$ cat config.mk
export PLATFORM = sky130hd
export DESIGN_NAME = fpa_div_cell
export DESIGN_NICKNAME = d
export VERILOG_FILES = /design/src/design/fpa_pkg.sv /design/src/design/fpa_div_cell.sv
export SDC_FILE = /design/constraint.sdc
export NUM_CORES = 1
export LEC_CHECK = 0
export ABC_AREA = 0
export ABC_CLOCK_PERIOD_IN_PS = 1600
export BUFFER_PORTS_ARGS = -buffer_cell sky130_fd_sc_hd__buf_4
export CAP_MARGIN = 20
export CORE_AREA = 10 10 191 193
export DETAILED_ROUTE_END_ITERATION = 8
export DIE_AREA = 0 0 201 203
export SLEW_MARGIN = 10
export SYNTH_ARGS = -nofsm -noshare
export SYNTH_HDL_FRONTEND = slang
export SYNTH_SLANG_ARGS = --single-unit
$ cat constraint.sdc
create_clock -name clk_i -period 1.6 [get_ports clk_i]
set_input_delay 0.08 -clock clk_i [delete_from_list [all_inputs] [get_ports clk_i]]
set_output_delay 0.08 -clock clk_i [all_outputs]
set_load 0.05 [all_outputs]
$ cat src/design/fpa_pkg.sv
// ----------------------------------------------------------------------------
// fpa_pkg
// types, constants and helper functions of the signed fixed-point alu
// ----------------------------------------------------------------------------
`default_nettype none

package fpa_pkg;

  localparam int WORD_W    = 32;
  localparam int FRAC_BITS = 8;
  localparam int NUM_W     = WORD_W + FRAC_BITS;
  localparam int REM_W     = WORD_W + 1;
  localparam int ACT_W     = 4;

  localparam logic [WORD_W-1:0] WMAX = {1'b0, {(WORD_W-1){1'b1}}};
  localparam logic [WORD_W-1:0] WMIN = {1'b1, {(WORD_W-1){1'b0}}};
  localparam logic [63:0]       HALF = (64'd1 << FRAC_BITS) >> 1;

  typedef enum logic [ACT_W-1:0] {
    ACT_ADD      = 4'd0,
    ACT_SUB      = 4'd1,
    ACT_MUL      = 4'd2,
    ACT_DIV      = 4'd3,
    ACT_INC      = 4'd4,
    ACT_DEC      = 4'd5,
    ACT_MIN      = 4'd6,
    ACT_MAX      = 4'd7,
    ACT_TO_INT   = 4'd8,
    ACT_FROM_INT = 4'd9
  } fpa_action_e;

  typedef struct packed {
    logic [ACT_W-1:0]         action;
    logic signed [WORD_W-1:0] operand_a;
    logic signed [WORD_W-1:0] operand_b;
  } fpa_in_t;

  typedef struct packed {
    logic signed [WORD_W-1:0] result_value;
    logic                     less_than;
    logic                     greater_than;
    logic                     equal_flag;
    logic                     overflow_flag;
    logic                     divide_by_zero;
  } fpa_out_t;

  typedef struct packed {
    logic [ACT_W-1:0]  action;
    logic [WORD_W-1:0] res;
    logic              ovf;
    logic              dz;
    logic              lt;
    logic              gt;
    logic              eq;
    logic              neg;
  } fpa_side_t;

  typedef struct packed {
    fpa_side_t          side;
    logic signed [63:0] prod;
    logic [REM_W-1:0]   rem;
    logic [NUM_W-1:0]   num;
    logic [NUM_W-1:0]   quo;
    logic [WORD_W-1:0]  den;
  } fpa_cell_t;

  typedef struct packed {
    logic              ovf;
    logic [WORD_W-1:0] val;
  } fpa_sat_t;

  function automatic logic [63:0] mag_of(logic signed [WORD_W-1:0] v);
    logic signed [63:0] x;
    x = 64'(v);
    return (x < 0) ? 64'(-x) : 64'(x);
  endfunction

  function automatic fpa_sat_t sat_mag(logic [63:0] m, logic neg);
    fpa_sat_t r;
    r.ovf = 1'b0;
    if (!neg) begin
      if (m > 64'(WMAX)) begin
        r.ovf = 1'b1;
        r.val = WMAX;
      end else begin
        r.val = m[WORD_W-1:0];
      end
    end else begin
      if (m > 64'(WMAX) + 64'd1) begin
        r.ovf = 1'b1;
        r.val = WMIN;
      end else begin
        r.val = WORD_W'(64'd0 - m);
      end
    end
    return r;
  endfunction

  function automatic fpa_sat_t sat_wide(logic [WORD_W:0] s);
    fpa_sat_t r;
    r.ovf = s[WORD_W] != s[WORD_W-1];
    if (r.ovf) begin
      r.val = s[WORD_W] ? WMIN : WMAX;
    end else begin
      r.val = s[WORD_W-1:0];
    end
    return r;
  endfunction

endpackage

`default_nettype wire

$ cat src/design/fpa_div_cell.sv
// ----------------------------------------------------------------------------
// fpa_div_cell
// one restoring division step: shifts in a numerator bit, yields a quotient bit
// ----------------------------------------------------------------------------
`default_nettype none

module fpa_div_cell (
  input  wire                 clk_i,
  input  wire                 rst_ni,
  input  wire                 en_i,
  input  wire                 valid_i,
  input  fpa_pkg::fpa_cell_t  data_i,
  output logic                valid_o,
  output fpa_pkg::fpa_cell_t  data_o
);
  import fpa_pkg::*;

  logic             valid_q;
  fpa_cell_t        data_q, data_d;
  logic [REM_W-1:0] trial;
  logic             fits;

  always_comb begin
    data_d = data_i;
    trial  = {data_i.rem[REM_W-2:0], data_i.num[NUM_W-1]};
    fits   = trial >= {1'b0, data_i.den};
    data_d.rem = fits ? (trial - {1'b0, data_i.den}) : trial;
    data_d.num = {data_i.num[NUM_W-2:0], 1'b0};
    data_d.quo = {data_i.quo[NUM_W-2:0], fits};
  end

  always_ff @(posedge clk_i or negedge rst_ni) begin
    if (!rst_ni) begin
      valid_q <= 1'b0;
    end else if (en_i) begin
      valid_q <= valid_i;
    end
  end

  always_ff @(posedge clk_i) begin
    if (en_i) begin
      data_q <= data_d;
    end
  end

  assign valid_o = valid_q;
  assign data_o  = data_q;

endmodule

`default_nettype wire

==> flow_metrics.tcl, run 1 <==
set metrics [dict create \
    grt_pass1_vias 9452 \
    avgViaCountPerCell 4.52 \
    htreeDepth 1 \
    ios 507 \
    drcViolationCount 0 \
    antenna_found_initial 2 \
    rr_worst_depth 1 \
    fp.dieH_microns 203 \
    finalSetupViolCount 34 \
    fp.coreArea_sq_um 32500 \
    r2r_start "valid_o$_DFFE_PN0P_" \
    met3_wirelength_microns 3370 \
    area_growth_pct 97.9 \
    post_drt_wl_per_cell_microns 23.0 \
    initial_core_util_pct 30.4 \
    grt_setup_unrepaired "true" \
    seqPwrFrac_pct 38.0 \
    switchingPower_mw 6.63 \
    violations "negative setup slack" \
    synth_edf_count 250 \
    ys_seq_area_share_pct 76.4 \
    crit_chain "buf_8 -> ha_4 -> nor2b_4 -> o31a_1 -> o221a_1 -> a211o_1 -> a41o_1 -> a31o_4 -> clkbuf_16 -> mux2_4" \
    cp_slowest_cell "a31o_4" \
    skew_ns 0 \
    vias 8942 \
    postRouteAntennaNets 0 \
    slew_viol_final 0 \
    synth_adder_area_share_pct 4.27 \
    power_frac_comb_pct 28.9 \
    total_power_mw 21.4 \
    numCtsBuffers 29 \
    cts_root_buf "clkbuf_16" \
    hold_violations 0 \
    drt_iter0_drc 423 \
    final_core_util_pct 60.1 \
    worstSetupPathType "in -> reg" \
    clockPowerShare_pct 33.0 \
    synthXorXnorAreaFrac_pct 2.40 \
    synth_area_per_cell_sq_um 16.7 \
    fmax_ghz 0.471 \
    startpoint "data_i[112]" \
    grt_overflow 0 \
    hold_path_class "in -> reg" \
    synthesis.nets 878 \
    synth-main-ff-cell "edfxtp_1" \
    clock_latency_ns 0.54 \
    dr_wl_met2_microns 23500 \
    route.layer.met1.wl_microns 16600 \
    critPathArrivalTime_ns 2.42 \
    synth_top_family_by_area "compound AO/OA/AOI/OAI gates" \
    fp-row-count 66 \
    path_clk_slew_ns 0.07 \
    synthMuxAreaShare_pct 1.64 \
    synth_compound_area_share_pct 8.10 \
    slowest_delay_ns 0.32 \
    status "complete, but fails checks" \
    r2r_slack_ns 0.84 \
    dpl.hpwl_microns 32500 \
    synth.distinct_cells 54 \
    maxCapViolCount 0 \
    final_net_count 1803 \
    synthCells 590 \
    cts_tree "done" \
    grt_max_degree 43 \
    crit_path_end_kind "flip-flop" \
    first_pass_iters 5 \
    yosys.area_share.simple_pct 4.48 \
    clock-sinks 251 \
    leakage_nw 8.50 \
    period_needed_ns 2.12 \
    wl_microns 45600 \
    tns_ns -15.84 \
    async_flop_share_pct 0.398 \
    die_x_microns 201 \
    synth_area_sq_um 9850 \
    powerDensity_nw_per_um2 1100 \
    io_buffers 503 \
    rr_endpoint "valid_o$_DFFE_PN0P_" \
    critical_path_required_ns 1.90 \
    grt_usage_pct 20.9 \
    worstPathMaxFanout 7 \
    p_int_mw 14.7 \
    crit_end "data_o[120]$_DFFE_PP_" \
    grt_pass1_wl_microns 63900 \
    finalHoldWorstSlack_ns 0.0540 \
    yosys_warnings 0 \
    globalplace.congestion 0.845 \
    maxUsedRoutingLayer "met4" \
    fin_ws_ns -0.521 \
    dp.cells 1661 \
    dieArea_sq_um 40800 \
    drive_gt1_share_pct 51.9 \
    timing.final.crit_share_pct 133 \
    clockBufferDepth 3 \
    ys_ff_latch 251 \
    fin_cells 1980 \
    p_sw_share_pct 31.0 \
    vdd_ir_drop_max_mv 0.873 \
    cp-start-kind "primary input" \
]
-- registers in the layout, summed over array words and instances (netlist names) --
signal	flops
valid_o	1
data_o	250
-- worst min path at each step --
stage / end / start / slack (ns) / depth (start not counted)
6_report: data_o[132]$_DFFE_PP_ / data_i[131] / 0.05 / 3
5_1_grt: data_o[132]$_DFFE_PP_ / data_i[131] / 0.03 / 3
4_1_cts: data_o[132]$_DFFE_PP_ / data_i[131] / 0.02 / 3
3_5_place_dp: valid_o$_DFFE_PN0P_ / rst_ni / -0.14 / 1
3_3_place_gp: valid_o$_DFFE_PN0P_ / rst_ni / -0.14 / 1
2_1_floorplan: valid_o$_DFFE_PN0P_ / rst_ni / -0.22 / 0
-- cell families (layout without fill, tap and decap cells) --
logic type                 after synthesis  in the layout
xor gates and xnor gates                27             27
buffers and inverters                   56           1002
and+or+nand+nor                         91             91
adders and majority gates               33             33
muxes                                   14             14
other                                    1              3
AOI/OAI and AO/OA                      117            117
DFF                                    251            251
-- cell usage in the layout (no fill, tap or decap), types with 4 or more instances in the layout --
master,synthesis,layout
ha_1,32,19
clkbuf_16,1,32
nor2_1,28,9
buf_8,0,6
mux2_4,1,13
inv_2,1,4
bufinv_16,0,6
nor2_4,0,15
and2_1,7,7
nand3_1,11,11
o21a_1,4,4
nand2b_1,6,5
a21oi_1,46,27
buf_12,0,11
dlygate4sd3_1,0,252
inv_1,41,36
o21bai_1,7,7
o21ai_1,2,5
clkinv_1,0,4
nor3_1,8,8
xor2_1,10,10
ha_4,0,12
buf_4,2,630
nor2_2,0,4
clkinv_2,0,6
o21ai_0,14,10
a21oi_2,0,19
xnor2_1,17,15
buf_6,2,6
nand2_1,15,15
edfxtp_1,250,250
a21o_1,14,14
-- layout make-up --
cell class	count	area (sq um)
multi-input cells	283	2540
fillers	2453	13000
inverters	42	168
repair buffers	908	7700
flip-flops and latches	251	7530
well taps	442	553
clock inverters	21	270
diodes	2	5.00
clock buffers	31	733
-- timing repair --
item,in CTS,in global routing
hold endpoints to repair,275,0
gates cloned,1,4
endpoints found under the setup margin,34,34
pin swaps,3,9
hold buffers,252,0
resized for setup,46,40
setup buffers,4,5
-- power groups by stage --
stage	combinational [mW]	sequential, mW	clock (mW)
floorplan	0.956	10.3	0
global placement	5.33	8.22	0
detailed placement	5.37	8.23	0
CTS	6.06	8.11	7.20
global route	6.45	8.18	7.47
finish	6.19	8.13	7.06
-- per-layer routing --
layer  GRT usage [%]  vias up
li1                -     4098
met5               0        -
met1            22.8     4351
met3            5.65       81
met2            37.3      412
met4            9.85        0
-- worst max-delay path, delay by kind of cell --
kind,cells,cell delay (ns)
muxes,1,0.29
buffers and inverters,2,0.29
and+or+nand+nor,1,0.12
adders and majority gates,1,0.23
AOI/OAI and AO/OA,5,1.40
-- through the flow --
step / setup WS (ns) / cell area [sq um]
6_report: -0.521 / 19500
5_1_grt: -0.557 / 19500
4_1_cts: -0.435 / 19300
3_5_place_dp: -1.07 / 15500
3_3_place_gp: -1.05 / 15500
2_1_floorplan: -0.883 / 10100
-- synthesized netlist by cell type (2+ instances only) --
master    instances  share of area, %
o21ai_1           2              0.10
edfxtp_1        250                76
buf_4             2              0.15
nand3_1          11              0.56
o21a_1            4              0.30
nand4_1           3              0.19
nor3_1            8              0.41
o21ai_0          14              0.71
clkbuf_1          4              0.15
nand2_1          15              0.57
mux2_1           12               1.4
a211o_1           2              0.18
a211oi_1          4              0.30
ha_1             32               4.1
inv_1            41               1.6
nor2_1           28               1.1
a21o_1           14               1.1
a21o_2            2              0.18
o21bai_1          7              0.53
xor2_1           10              0.89
a41oi_1           2              0.18
or2_2             3              0.19
and2_1            7              0.44
and3_1            4              0.25
a21oi_1          46               2.3
o221a_1           2              0.23
a41o_1            3              0.30
xnor2_1          17               1.5
nor2b_1           3              0.19
a31oi_1           3              0.19
buf_2             5              0.25
a21boi_0          2              0.15
buf_6             2              0.23
nand2b_1          6              0.38
(Power assumes the default switching activity.)
==> run 2: changes to the inputs <==
--- a/config.mk
+++ b/config.mk
@@ -9,9 +9,9 @@
 export ABC_CLOCK_PERIOD_IN_PS = 1600
 export BUFFER_PORTS_ARGS = -buffer_cell sky130_fd_sc_hd__buf_4
 export CAP_MARGIN = 20
-export CORE_AREA = 10 10 191 193
+export CORE_AREA = 2 2 200 202
 export DETAILED_ROUTE_END_ITERATION = 8
-export DIE_AREA = 0 0 201 203
+export DIE_AREA = 0 0 202 204
 export SLEW_MARGIN = 10
 export SYNTH_ARGS = -nofsm -noshare
 export SYNTH_HDL_FRONTEND = slang
==> flow_metrics.tcl, run 2 (same netlist as run 1, synthesis figures left out) <==
set metrics [dict create \
    final_cell_mix "buf_4, dlygate4sd3_1, edfxtp_1" \
    fp.coreArea_sq_um 39200 \
    powerDensity_nw_per_um2 1070 \
    maxCapViolCount 0 \
    drive_gt1_share_pct 51.4 \
    antenna_found_initial 4 \
    numCtsBuffers 29 \
    hold_path_class "in -> reg" \
    worstPathMaxFanout 7 \
    wl_microns 39800 \
    initial_core_util_pct 25.1 \
    skew_ns 0 \
    grt_setup_unrepaired "true" \
    grt_max_degree 83 \
    vias 8733 \
    path_clk_slew_ns 0.06 \
    first_pass_iters 7 \
    dp.cells 1736 \
    tns_ns -13.44 \
    fin_cells 2059 \
    fin_ws_ns -0.448 \
    finalHoldWorstSlack_ns 0.0933 \
    clock-sinks 251 \
    vdd_ir_drop_max_mv 0.645 \
    r2r_slack_ns 0.86 \
    critPathArrivalTime_ns 2.35 \
    area_growth_pct 97.9 \
    grt_overflow 0 \
    clockBufferDepth 3 \
    grt_usage_pct 18.0 \
    grt_pass1_wl_microns 55700 \
    grt_pass1_vias 9054 \
    clock_latency_ns 0.55 \
    cts_root_buf "clkbuf_16" \
    postRouteAntennaNets 0 \
    finalSetupViolCount 34 \
    io_buffers 503 \
    hold_violations 0 \
    largest_reg_flops 250 \
    period_needed_ns 2.05 \
    cp-start-kind "primary input" \
    cts_tree "done" \
    rr_worst_depth 1 \
    die_x_microns 202 \
    crit_end "data_o[120]$_DFFE_PP_" \
    fp-row-count 73 \
    timing.final.crit_share_pct 128 \
    drcViolationCount 0 \
    drt_iter0_drc 458 \
    fillers 3331 \
    post_drt_wl_per_cell_microns 19.3 \
    critical_path_required_ns 1.90 \
    r2r_start "valid_o$_DFFE_PN0P_" \
    violations "negative setup slack" \
    layout_commonest_cell "buf_4" \
    worstSetupPathType "in -> reg" \
    slowest_delay_ns 0.31 \
    fp.dieH_microns 204 \
    status "complete, but fails checks" \
    crit_chain "buf_8 -> inv_6 -> ha_4 -> nor2b_4 -> o31a_1 -> o221a_1 -> a211o_4 -> a41o_1 -> a31o_4 -> buf_12 -> mux2_4" \
    slew_viol_final 0 \
    ios 507 \
    dpl.hpwl_microns 28400 \
    rr_endpoint "valid_o$_DFFE_PN0P_" \
    cp_slowest_cell "a211o_4" \
    globalplace.congestion 0.821 \
    avgViaCountPerCell 4.24 \
    htreeDepth 1 \
    leakage_nw 8.42 \
    startpoint "data_i[1]" \
    dieArea_sq_um 41200 \
    final_net_count 1797 \
    crit_path_end_kind "flip-flop" \
    fmax_ghz 0.488 \
]
[run 2: repair_timing]
item                                    in CTS  in global routing
endpoints found under the setup margin      34                 34
hold buffers                               253                  0
cloned                                       0                  3
hold endpoints to repair                   259                  0
setup buffers                                7                  4
resized for setup                           39                 56
pin swaps                                   19                 17
[run 2: worst min path at each step]
stage	slack [ns]	startpoint	endpoint	cells past startpoint
2_1_floorplan	-0.22	rst_ni	valid_o$_DFFE_PN0P_	0
3_3_place_gp	-0.14	rst_ni	valid_o$_DFFE_PN0P_	1
3_5_place_dp	-0.14	rst_ni	valid_o$_DFFE_PN0P_	1
4_1_cts	0.05	data_i[0]	data_o[112]$_DFFE_PP_	4
5_1_grt	0.08	data_i[0]	data_o[112]$_DFFE_PP_	4
6_report	0.09	data_i[0]	data_o[112]$_DFFE_PP_	4
[run 2: final cells by class]
class / count / area, sq um / area share [%]
clock buffer: 31 / 733 / 3.76
multi-input combinational: 283 / 2550 / 13.1
antenna: 5 / 12.5 / 0.0641
inverter: 42 / 173 / 0.885
tap: 525 / 657 / 3.37
clock inverter: 20 / 209 / 1.07
sequential: 251 / 7530 / 38.6
timing repair buffer: 902 / 7640 / 39.1
[run 2: worst max-delay path, delay by kind of cell]
family	cells	cell delay, ns
fa+ha+maj	1	0.19
mux	1	0.30
compound gates	5	1.32
buf+inv	3	0.31
simple gates	1	0.12
[run 2: report_power, final]
part	switching, mW	internal [mW]
combinational	3.57	2.49
clock	2.72	3.94
sequential	0.208	7.93
[run 2: routing by layer]
metal	vias to the layer above	share of wire (%)	GRT usage, %	wire length [microns]
met3	59	6.4	4.11	2560
met4	0	2.7	5.33	1060
li1	4076	-	-	-
met5	-	0	0	0
met2	338	53	33.3	21000
met1	4260	38	20.7	15100
[run 2: through the flow]
step | utilization [%] | cell area (sq um) | power [mW] | setup slack, ns
after floorplan | - | 10100 | 11.2 | -0.883
after global placement | 39.5 | 15500 | 13.5 | -1.05
after detailed placement | 39.5 | 15500 | 13.5 | -1.10
after CTS | 48.9 | 19200 | 20.9 | -0.476
after global routing | 49.8 | 19500 | 21.6 | -0.509
final | 49.8 | 19500 | 20.9 | -0.448
